File: config.mk
export PLATFORM = sky130hd
export DESIGN_NAME = pending_reply_table_with_timeout
export DESIGN_NICKNAME = d
export VERILOG_FILES = /design/src/sv/prt_pkg.sv /design/src/sv/prt_cell.sv /design/src/sv/pending_reply_table_with_timeout.sv
export SDC_FILE = /design/constraint.sdc
export NUM_CORES = 2
export LEC_CHECK = 0
export ABC_CLOCK_PERIOD_IN_PS = 7000
export BUFFER_PORTS_ARGS = -buffer_cell sky130_fd_sc_hd__buf_2
export CAP_MARGIN = 20
export CORE_ASPECT_RATIO = 0.8
export CORE_MARGIN = 5
export CORE_UTILIZATION = 35
export CTS_CLUSTER_DIAMETER = 150
export DETAILED_ROUTE_END_ITERATION = 6
export GPL_ROUTABILITY_DRIVEN = 0
export SYNTH_ARGS = -nofsm -noshare
export SYNTH_HDL_FRONTEND = slang
export SYNTH_SLANG_ARGS = --single-unit
File: constraint.sdc
create_clock -name clk_i -period 7 [get_ports clk_i]
set_clock_uncertainty 0.2 [all_clocks]
set_input_delay 1.75 -clock clk_i [delete_from_list [all_inputs] [get_ports clk_i]]
set_output_delay 1.75 -clock clk_i [all_outputs]
set_load 0.02 [all_outputs]
File: src/sv/prt_pkg.sv
`default_nettype none
// ----------------------------------------------------------------------------
// prt_pkg: shared types for the pending reply table
// commands, table entry, per-cell control and the packed result
// ----------------------------------------------------------------------------
package prt_pkg;

  typedef enum logic [1:0] {
    CMD_INSERT = 2'd0,
    CMD_LOOKUP = 2'd1,
    CMD_ACK    = 2'd2,
    CMD_TICK   = 2'd3
  } prt_cmd_e;

  typedef struct packed {
    logic [15:0] msg_type;
    logic [15:0] app_id;
    logic [31:0] remaining;
    logic [7:0]  tag;
  } prt_entry_t;

  // broadcast to every cell
  typedef struct packed {
    logic load;    // append the new entry at the first free cell
    logic tick;    // age every entry, drop the ones that run out
    logic search;  // capture the match flag against the new entry key
    logic clear;   // drop the selected cell
  } prt_ctrl_t;

  typedef struct packed {
    logic [4:0] expired_count;
    logic       wake;
    logic [7:0] found_tag;
    logic       ok;
  } prt_result_t;

  localparam int unsigned ResultW = $bits(prt_result_t);
  localparam int unsigned ExpSat  = 31;

endpackage
`default_nettype wire

File: src/sv/prt_cell.sv
`default_nettype none
// ----------------------------------------------------------------------------
// prt_cell: one slot of the pending reply table
// holds one entry, compares and ages it, and pulls from its upper neighbor
// whenever the slot is empty, so holes bubble to the young end
// ----------------------------------------------------------------------------
module prt_cell (
  input  logic                clk_i,
  input  logic                rst_ni,
  input  prt_pkg::prt_ctrl_t  ctrl_i,
  input  prt_pkg::prt_entry_t item_i,
  input  logic [15:0]         interval_i,
  input  logic                sel_i,
  input  logic                prev_valid_i,
  input  logic                next_valid_i,
  input  prt_pkg::prt_entry_t next_entry_i,
  output logic                valid_o,
  output prt_pkg::prt_entry_t entry_o,
  output logic                match_o
);
  import prt_pkg::*;

  logic       valid_q, valid_d;
  logic       match_q, match_d;
  prt_entry_t entry_q, entry_d;
  logic       pull, give, expire;
  logic [31:0] interval_ext;

  assign interval_ext = {16'd0, interval_i};
  assign expire       = entry_q.remaining <= interval_ext;
  // empty slot takes the neighbor above; a slot over a hole hands itself down
  assign pull         = !valid_q && next_valid_i;
  assign give         = valid_q && !prev_valid_i;

  always_comb begin
    valid_d = valid_q;
    entry_d = entry_q;
    if (ctrl_i.load && !valid_q && prev_valid_i) begin
      valid_d = 1'b1;
      entry_d = item_i;
    end else if (ctrl_i.tick && valid_q) begin
      if (expire) begin
        valid_d = 1'b0;
      end else begin
        entry_d.remaining = entry_q.remaining - interval_ext;
      end
    end else if (ctrl_i.clear && sel_i) begin
      valid_d = 1'b0;
    end else if (pull) begin
      valid_d = 1'b1;
      entry_d = next_entry_i;
    end else if (give) begin
      valid_d = 1'b0;
    end
  end

  always_comb begin
    match_d = match_q;
    if (ctrl_i.search) begin
      match_d = valid_q && (entry_q.msg_type == item_i.msg_type)
                && (entry_q.app_id == item_i.app_id);
    end
  end

  always_ff @(posedge clk_i or negedge rst_ni) begin
    if (!rst_ni) begin
      valid_q <= 1'b0;
      match_q <= 1'b0;
    end else begin
      valid_q <= valid_d;
      match_q <= match_d;
    end
  end

  always_ff @(posedge clk_i) begin
    entry_q <= entry_d;
  end

  assign valid_o = valid_q;
  assign entry_o = entry_q;
  assign match_o = match_q;

endmodule
`default_nettype wire

File: src/sv/pending_reply_table_with_timeout.sv
`default_nettype none
// ----------------------------------------------------------------------------
// pending_reply_table_with_timeout: insertion-ordered table of awaited replies
// a row of slot cells with insert, oldest-match lookup, acknowledge and
// timeout aging; removals are closed up by a neighbor-to-neighbor shift
// ----------------------------------------------------------------------------
//
//  channel  | dir | tvalid/tready                     | tdata / tuser
//  ---------+-----+-----------------------------------+------------------------------
//  command  | in  | s_axis_tvalid_i / s_axis_tready_o | tuser: cmd; tdata: see port
//  result   | out | m_axis_tvalid_o / m_axis_tready_i | tdata: see port
//
//  insert writes its result straight from the idle state; lookup and acknowledge
//  pass through the match state (match flags are registered in the cells, then
//  the oldest match is picked); an acknowledge with a match and a tick then
//  wait in the compact state: holes move one slot per cycle through the cell
//  row until the table is packed again
//  a new command is taken only when the table is packed and the result
//  register is free or being drained; the result register holds under stall
//  reset clears every slot valid bit and the result valid flag at once
//
module pending_reply_table_with_timeout #(
  parameter int unsigned TABLE_DEPTH = 16
) (
  input  logic        clk_i,
  input  logic        rst_ni,
  input  logic        s_axis_tvalid_i,
  output logic        s_axis_tready_o,
  // msg_type[15:0], app_id[31:16], timeout[63:32], handler_tag[71:64],
  // quiet[72], tick_interval[88:73], zero pad[95:89]
  input  logic [95:0] s_axis_tdata_i,
  // cmd[1:0]
  input  logic [1:0]  s_axis_tuser_i,
  output logic        m_axis_tvalid_o,
  input  logic        m_axis_tready_i,
  // ok[0], found_tag[8:1], wake[9], expired_count[14:10], zero pad[15]
  output logic [15:0] m_axis_tdata_o
);
  import prt_pkg::*;

  localparam int unsigned CntW = $clog2(TABLE_DEPTH + 1);
  localparam int unsigned XW   = (CntW > 5) ? CntW : 5;

  typedef enum logic [2:0] {
    ST_IDLE    = 3'b001,
    ST_MATCH   = 3'b010,
    ST_COMPACT = 3'b100
  } state_e;

  state_e      state_q, state_d;
  prt_cmd_e    cmd_q, cmd_d, cmd_in;
  logic        quiet_q, quiet_d;
  logic [CntW-1:0] before_q, before_d;
  logic        m_valid_q, m_valid_d;
  prt_result_t res_q, res_d;

  prt_entry_t  item;
  logic        quiet_in;
  logic [15:0] interval_in;
  logic        accept;
  prt_ctrl_t   ctrl;

  // cell row wiring; index TABLE_DEPTH is the empty slot above the top cell
  logic [TABLE_DEPTH:0]   valid_w;
  prt_entry_t             entry_w [TABLE_DEPTH+1];
  logic [TABLE_DEPTH-1:0] match_w;
  logic [TABLE_DEPTH-1:0] first_w;
  logic [TABLE_DEPTH-1:0] prev_w;

  logic            hole;
  logic            found;
  logic [7:0]      sel_tag;
  logic [CntW-1:0] fill;
  logic [XW-1:0]   expired;

  // unpack the command transfer
  assign cmd_in         = prt_cmd_e'(s_axis_tuser_i);
  assign item.msg_type  = s_axis_tdata_i[15:0];
  assign item.app_id    = s_axis_tdata_i[31:16];
  assign item.remaining = s_axis_tdata_i[63:32];
  assign item.tag       = s_axis_tdata_i[71:64];
  assign quiet_in       = s_axis_tdata_i[72];
  assign interval_in    = s_axis_tdata_i[88:73];

  assign s_axis_tready_o = (state_q == ST_IDLE) && (!m_valid_q || m_axis_tready_i);
  assign accept          = s_axis_tvalid_i && s_axis_tready_o;

  // one-hot select of the oldest match is the lowest set match bit
  assign first_w = match_w & (~match_w + {{(TABLE_DEPTH-1){1'b0}}, 1'b1});
  assign found   = |match_w;

  always_comb begin
    ctrl.load   = accept && (cmd_in == CMD_INSERT);
    ctrl.tick   = accept && (cmd_in == CMD_TICK);
    ctrl.search = accept && ((cmd_in == CMD_LOOKUP) || (cmd_in == CMD_ACK));
    ctrl.clear  = (state_q == ST_MATCH) && (cmd_q == CMD_ACK) && found;
  end

  assign valid_w[TABLE_DEPTH] = 1'b0;
  assign entry_w[TABLE_DEPTH] = '0;

  for (genvar g = 0; g < TABLE_DEPTH; g++) begin : g_cell
    if (g == 0) begin : g_head
      assign prev_w[g] = 1'b1;
    end else begin : g_body
      assign prev_w[g] = valid_w[g-1];
    end

    prt_cell u_cell (
      .clk_i        (clk_i),
      .rst_ni       (rst_ni),
      .ctrl_i       (ctrl),
      .item_i       (item),
      .interval_i   (interval_in),
      .sel_i        (first_w[g]),
      .prev_valid_i (prev_w[g]),
      .next_valid_i (valid_w[g+1]),
      .next_entry_i (entry_w[g+1]),
      .valid_o      (valid_w[g]),
      .entry_o      (entry_w[g]),
      .match_o      (match_w[g])
    );
  end

  // tag of the oldest match, one-hot and-or over the row
  always_comb begin
    sel_tag = '0;
    for (int i = 0; i < TABLE_DEPTH; i++) begin
      sel_tag = sel_tag | (entry_w[i].tag & {8{first_w[i]}});
    end
  end

  // an empty slot below a full one means the row is not packed yet
  always_comb begin
    hole = 1'b0;
    for (int i = 0; i + 1 < TABLE_DEPTH; i++) begin
      hole = hole | (!valid_w[i] && valid_w[i+1]);
    end
  end

  // fill level of a packed row: thermometer to count
  always_comb begin
    fill = '0;
    for (int i = 0; i < TABLE_DEPTH; i++) begin
      if (valid_w[i]) begin
        fill = CntW'(i + 1);
      end
    end
  end

  assign expired = XW'(before_q - fill);

  always_comb begin
    state_d   = state_q;
    cmd_d     = cmd_q;
    quiet_d   = quiet_q;
    before_d  = before_q;
    m_valid_d = m_valid_q && !m_axis_tready_i;
    res_d     = res_q;
    unique case (state_q)
      ST_IDLE: begin
        if (accept) begin
          cmd_d    = cmd_in;
          quiet_d  = quiet_in;
          before_d = fill;
          case (cmd_in)
            CMD_INSERT: begin
              m_valid_d = 1'b1;
              res_d     = '0;
              res_d.ok  = !valid_w[TABLE_DEPTH-1];
            end
            CMD_TICK: state_d = ST_COMPACT;
            default:  state_d = ST_MATCH;
          endcase
        end
      end
      ST_MATCH: begin
        // result register was freed when this command was taken
        m_valid_d       = 1'b1;
        res_d           = '0;
        res_d.ok        = found;
        res_d.found_tag = found ? sel_tag : 8'd0;
        res_d.wake      = found && (cmd_q == CMD_ACK) && !quiet_q;
        state_d         = (found && (cmd_q == CMD_ACK)) ? ST_COMPACT : ST_IDLE;
      end
      ST_COMPACT: begin
        if (!hole) begin
          state_d = ST_IDLE;
          if (cmd_q == CMD_TICK) begin
            m_valid_d           = 1'b1;
            res_d               = '0;
            res_d.expired_count = (expired > XW'(ExpSat)) ? 5'(ExpSat) : expired[4:0];
          end
        end
      end
      default: state_d = ST_IDLE;
    endcase
  end

  always_ff @(posedge clk_i or negedge rst_ni) begin
    if (!rst_ni) begin
      state_q   <= ST_IDLE;
      m_valid_q <= 1'b0;
    end else begin
      state_q   <= state_d;
      m_valid_q <= m_valid_d;
    end
  end

  always_ff @(posedge clk_i) begin
    cmd_q    <= cmd_d;
    quiet_q  <= quiet_d;
    before_q <= before_d;
    res_q    <= res_d;
  end

  assign m_axis_tvalid_o = m_valid_q;
  assign m_axis_tdata_o  = {{(16 - ResultW){1'b0}}, res_q};

`ifndef ASSERT_OFF
  // commands are only taken with the row packed
  a_packed_idle: assert property (@(posedge clk_i) disable iff (!rst_ni)
    (state_q == ST_IDLE) |-> !hole)
    else $error("slot row has a hole while idle");

  // at most one slot is picked for removal
  a_single_pick: assert property (@(posedge clk_i) disable iff (!rst_ni)
    (state_q == ST_MATCH) |-> $onehot0(first_w))
    else $error("more than one oldest match");

  // the match result never overwrites a pending result
  a_out_free: assert property (@(posedge clk_i) disable iff (!rst_ni)
    (state_q == ST_MATCH) |-> !m_valid_q)
    else $error("result register busy when match result is due");

  // a tick never grows the table
  a_tick_shrinks: assert property (@(posedge clk_i) disable iff (!rst_ni)
    ((state_q == ST_COMPACT) && !hole && (cmd_q == CMD_TICK)) |-> (fill <= before_q))
    else $error("fill level grew across a tick");
`endif

endmodule
`default_nettype wire
Word-level counts from Yosys, hierarchy flattened
Cells that the tools add are included.

operators by class
  $add $sub $neg = 18
  $lt $le $gt $ge = 17
  equal/unequal tests = 122
  muxes and demuxes = 235
  bitwise gates (word level) = 47
  reductions and logical operators = 241

operator list
  kind                                                                     count
  72-bit 2-to-1 mux                                                        45
  32-bit 2-to-1 mux                                                        47
  16-bit == test                                                           32
  32-bit by 16-bit less-or-equal comparator with 1-bit output              16
  32-bit by 16-bit subtractor with 32-bit output                           16
  8-bit bitwise AND                                                        16
  8-bit 2-to-1 mux                                                         16
  1-bit logical AND                                                        120
  8-bit bitwise OR                                                         15
  1-bit 2-to-1 mux                                                         99
  3-bit by 1-bit inequality test with 1-bit output, second input constant  31
  3-bit AND reduction                                                      31
  5-bit 2-to-1 mux                                                         16
  5-bit nonzero test                                                       14
  2-bit by 1-bit inequality test with 1-bit output, second input constant  31
  15-bit 2-to-1 mux                                                        4
  3-bit nonzero test                                                       16
  3-bit inequality test, second input constant                             15
  15-bit case mux with 3 select lines                                      1
  40-bit 2-to-1 mux                                                        1
  2-bit AND reduction                                                      18
  2-bit nonzero test                                                       16
  1-bit logical NOT                                                        19
  16-bit by 1-bit adder with 16-bit output, second input constant          1
  other kinds (20)                                                         44

word-level totals
  bits in registers = 1211
  output and inout port bits = 18
  logic and storage cells = 785

Depth between registers and ports, before layout
  word-level depth = 22
  depth in mapped cells = 17
  mapped depth without buffers = 16

Hierarchy
A second synthesis with hierarchy kept.

second synthesis, totals
  cells, all modules = 9931
  area total of the unflattened synthesis = 86548.0 sq um

by module, submodules not included
  module                             instances  cells an instance  area each (sq um)  seq. area each (sq um)
  prt_cell at g_cell[14].u_cell ...  11         617                5338.9             2212.1
  prt_cell at g_cell[0].u_cell ...   4          568                5026.1             2212.1
  prt_cell at g_cell[13].u_cell      1          543                4974.8             2212.1
  pending_reply_table_with_timeout   1          329                2741.4             792.0

Worst setup path after synthesis
Ideal clock, no wire load.

  path kind = input to register
  start point = input port m_axis_tready_i
  end point = register g_cell[0].u_cell.entry_q (netlist bit g_cell[0].u_cell.entry_o[10]), enable pin
  setup time = 393 ps
  arrival = 7009 ps
  required time = 6407 ps
  path slack = -603 ps
  stages = 6
  path buffers = 1
  path through = inv_1 -> a21oi_1 -> nand3_1 -> buf_6 -> a221oi_1 -> nand2b_1

on the way
  word-level cells in the longest chain between the ends = 7
  elaborated cells on any way between the ends = 11

RTL lines
  element                                                               RTL line                                                                        source
  start, declared                                                       pending_reply_table_with_timeout.sv:35                                          input logic m_axis_tready_i,
  1-bit logical OR (*)                                                  pending_reply_table_with_timeout.sv:85                                          assign s_axis_tready_o = (state_q == ST_IDLE) && (!m_valid_q || m_axis_tready_i);
  1-bit logical AND (*)                                                 pending_reply_table_with_timeout.sv:85
  named net s_axis_tready_o                                             pending_reply_table_with_timeout.sv:28                                          output logic s_axis_tready_o,
  1-bit logical AND (*)                                                 pending_reply_table_with_timeout.sv:86                                          assign accept = s_axis_tvalid_i && s_axis_tready_o;
  1-bit logical AND, on equally long branches                           pending_reply_table_with_timeout.sv:94, pending_reply_table_with_timeout.sv:93
  1-bit logical AND, on equally long branches                           prt_cell.sv:41, prt_cell.sv:38
  3-bit inequality test (no source line), or another cell as far along  --
  3-bit AND reduction (no source line) (*)                              --
  end signal, assigned                                                  prt_cell.sv:76                                                                  entry_q <= entry_d;
  end, declared                                                         prt_cell.sv:25                                                                  prt_entry_t entry_q, entry_d;

Mark *: on every way through the listed nets, which the timed path passes. The rest lies on a longest branch.
A chain may end at the register's enable or synchronous reset.

Worst setup path after layout
  start point = input port s_axis_tdata_i[75]
  end point = register g_cell[10].u_cell.entry_q (netlist bit g_cell[10].u_cell.entry_o[16]), enable pin

on the way
  word-level cells in the longest chain between the ends = 3

RTL lines
  element                                                      RTL line                                source
  start, declared                                              pending_reply_table_with_timeout.sv:31  input logic [95:0] s_axis_tdata_i,
  32-bit by 16-bit less-or-equal comparator with 1-bit output  prt_cell.sv:30                          assign expire = entry_q.remaining <= interval_ext;
  3-bit inequality test (no source line)                       --
  3-bit AND reduction (no source line)                         --
  end signal, assigned                                         prt_cell.sv:76
  end, declared                                                prt_cell.sv:25

Every way passes these cells.

==> reports/metrics.cfg <==
[setup_path]
worst_path_largest_cell_delay_ps=690
setup.worst_path.start=s_axis_tdata_i[75]
worstSetupPathType=primary input to register
rr_startpoint=g_cell[0].u_cell.match_o$_DFFE_PN0P_
category_of_the_worst_setup_path_launch_point=primary input
worst_r2r_path_depth=11
path_buf_inv=3
cp-end-kind=register
worst_reg2reg_setup_slack_ps=1510
worst-endpoint-required_ps=7210
critical_path_peak_fanout=32
r2r-end=g_cell[1].u_cell.entry_o[57]$_DFFE_PP_
worst_setup_path_endpoint=g_cell[10].u_cell.entry_o[16]$_DFFE_PP_
worst-path-stages=12
crit_path_top_delay_cell=or2_2
timing.critical_path.max_delay_family=simple AND/OR/NAND/NOR gates
crit_chain=buf_2, inv_1, buf_4, ha_1, nor2b_1, o31ai_1, a211oi_1, o21ai_0, nor3b_1, a21o_1, a31oi_1, or2_2
worst_ep_arrival_time_ps=5700

[global_routing]
grt.overflow.total=0
global_route_wire_length_before_repair_um=376000
overall_routing_resource_usage=0.212
grt_pass1_vias=57500
maximum_number_of_pins_on_one_net_before_global_route_repair=74
antenna_found_initial=18

[yosys]
cell_type_contributing_the_most_total_cell_area_after_synthesis=edfxtp_1
synth_nets=7844
post_synth_main_area_contributors=edfxtp_1 (46%), xnor2_1 (7.0%), mux2_2 (6.0%), nand2_1 (4.5%), ha_1 (4.3%)
synth_cells=7463
netlist_top_cells_count=edfxtp_1 (1175), nand2_1 (921), xnor2_1 (617)
synth_seq_area_share=0.469
synthFlopType=edfxtp_1
synthDistinctLibCells=88
count_of_flip_flops_with_a_built_in_enable_after_synthesis=1175
async_flop_share=0.0297
yosys.area.top_type_share=0.458
yosysMostFrequentCell=edfxtp_1
ys_seq_elements=1211
syn-cell-area_sq_um=77100
postSynthAreaPerCell_sq_um=10.3
yosys_warnings=0

[cells_and_area]
fin_nets=7782
nFillCells=21100
relative_area_change_from_synthesis_to_final_layout_pct=11.6
layout.core_utilization=0.392
final_instance_area_sq_um=86100
post_layout_nonfiller_instances=10400
layout-drive-gt1-share=0.137

[drt]
route.vias.total=60800
final_antenna_net_count=0
routed_wire_length_per_instance_um=24.3
drt-pass1-iter-count=7
detail_route.wirelength_um=253000
drt-vias-per-instance=5.84
iter_0_drt_violations=7245
drc_errors=0

[sta]
period_needed_ps=5490
timing.final.crit_share=0.785
fmax_mhz=182
rsz0062_at_grt=no
finalSetupViolCount=0
tightest_slew_ps=1210
maxSlewViolCount=0
finalHoldViolations=0
timing.slew.headroom=0.192
timing.final.ws_setup_ps=1510

[clock_tree]
number_of_buffers_inserted_during_clock_tree_synthesis=146
cts_resized=0
clock-root-buffer=clkbuf_16
holdBufCountCts=0
cts.htree.levels=4
path_clk_slew_ps=50
tritoncts_clock_tree=yes
clock_sink_count=1211
worst_skew_pair.late_latency_ps=820
post-cts-setup-buffers=0
cts_max_path_buffers=3

[placed_design]
place_worst_setup_slack_ps=793
instance_count_after_placement_with_tap_cells_included=10100
place.detailed.hpwl_um=182000
post_dp_cell_area_sq_um=81100
numPortBuffers=111

[floorplanning]
rows=154
core_sq_um=220000
dieHeight_um=430
die_width_um=535
initial_utilization=0.351
pin_count=120
die-area_sq_um=230000

[power_and_ir_drop]
leakagePower_nw=30.3
cellPowerDensity_nw_per_um2=216
ir_worst_vdd_uv=275

[outcome]
run_status=completed

[run]
max_cap_viol_count=0

[hold_path]
hold_path.startpoint=g_cell[4].u_cell.match_o$_DFFE_PN0P_
min-delay-path-class=register to register

-- power breakdown --
part	total [mW]	leakage, nW	internal [mW]	switching (mW)
sequential	8.41	11.1	8.20	0.209
combinational	2.54	17.0	0.902	1.63
clock	7.65	2.30	4.37	3.29
total	18.6	30.3	13.5	5.13
-- tightest hold or removal path, stage by stage, from the launching register on --
cell	delay (ps)
dfrtp_1	370
nand2_1	50
o21ai_0	60
-- logic make-up after synthesis --
logic type,share of synthesized area
other cells,0.0000486
mux,0.0637
compound gates,0.155
xor+xnor,0.0973
fa+ha+maj,0.0469
buf+inv,0.0333
simple gates,0.134
flops,0.469
-- worst min path at each step --
stage | to | slack, ps | cells past startpoint
3_5_place_dp | g_cell[4].u_cell.match_o$_DFFE_PN0P_ | 310 | 2
5_1_grt | m_axis_tvalid_o$_DFF_PN0_ | 350 | 2
6_report | g_cell[4].u_cell.match_o$_DFFE_PN0P_ | 320 | 2
4_1_cts | g_cell[4].u_cell.match_o$_DFFE_PN0P_ | 320 | 2
2_1_floorplan | g_cell[3].u_cell.match_o$_DFFE_PN0P_ | 260 | 2
3_3_place_gp | m_axis_tvalid_o$_DFF_PN0_ | 300 | 2
-- per-stage QoR --
| stage | setup TNS, ps | total power [mW] | hold slack, ps |
|---|---|---|---|
| after floorplan | 0 | 10.1 | 257 |
| after global routing | 0 | 19.3 | 347 |
| after global placement | -632 | 11.0 | 301 |
| after detailed placement | 0 | 11.0 | 309 |
| after CTS | 0 | 18.7 | 322 |
| final | 0 | 18.6 | 323 |
-- layout make-up --
type | count | area (sq um) | share of cell area
well taps | 2886 | 3610 | 0.0419
flip-flops and latches | 1211 | 36200 | 0.420
multi-input cells | 5588 | 38700 | 0.449
clock inverters | 64 | 767 | 0.00891
repair buffers | 316 | 2330 | 0.0271
inverters | 138 | 519 | 0.00603
clock buffers | 200 | 3990 | 0.0463
diodes | 7 | 17.5 | 0.000203
-- routing by layer --
metal | wire [um] | vias to the layer above | global-route usage
met5 | 13 | - | 0
met4 | 9390 | 2 | 0.0751
met3 | 22500 | 408 | 0.0439
met2 | 106000 | 2673 | 0.305
met1 | 116000 | 30000 | 0.314
li1 | - | 27700 | -
-- layout by cell type, fill, tap and decap left out, types with 111 or more instances in the layout --
| cell | count |
|---|---|
| a21o_1 | 111 |
| a21oi_1 | 313 |
| a22oi_1 | 355 |
| buf_2 | 114 |
| buf_4 | 186 |
| clkbuf_16 | 149 |
| edfxtp_1 | 1175 |
| ha_1 | 262 |
| inv_1 | 135 |
| mux2_2 | 408 |
| nand2_1 | 920 |
| nand3_1 | 117 |
| nand4_1 | 152 |
| nor2_1 | 324 |
| nor3_1 | 145 |
| o21ai_0 | 566 |
| xnor2_1 | 617 |
| xor2_1 | 240 |
-- sequential cells by signal, summed over array words and instances (netlist names) --
register	count
before_q	5
g_cell.u_cell.valid_o	16
g_cell.u_cell.match_o	16
state_q	3
m_axis_tdata_o	15
cmd_q	2
m_axis_tvalid_o	1
g_cell.u_cell.entry_o	1152
quiet_q	1
No activity file was read; power rests on OpenSTA's default activity.
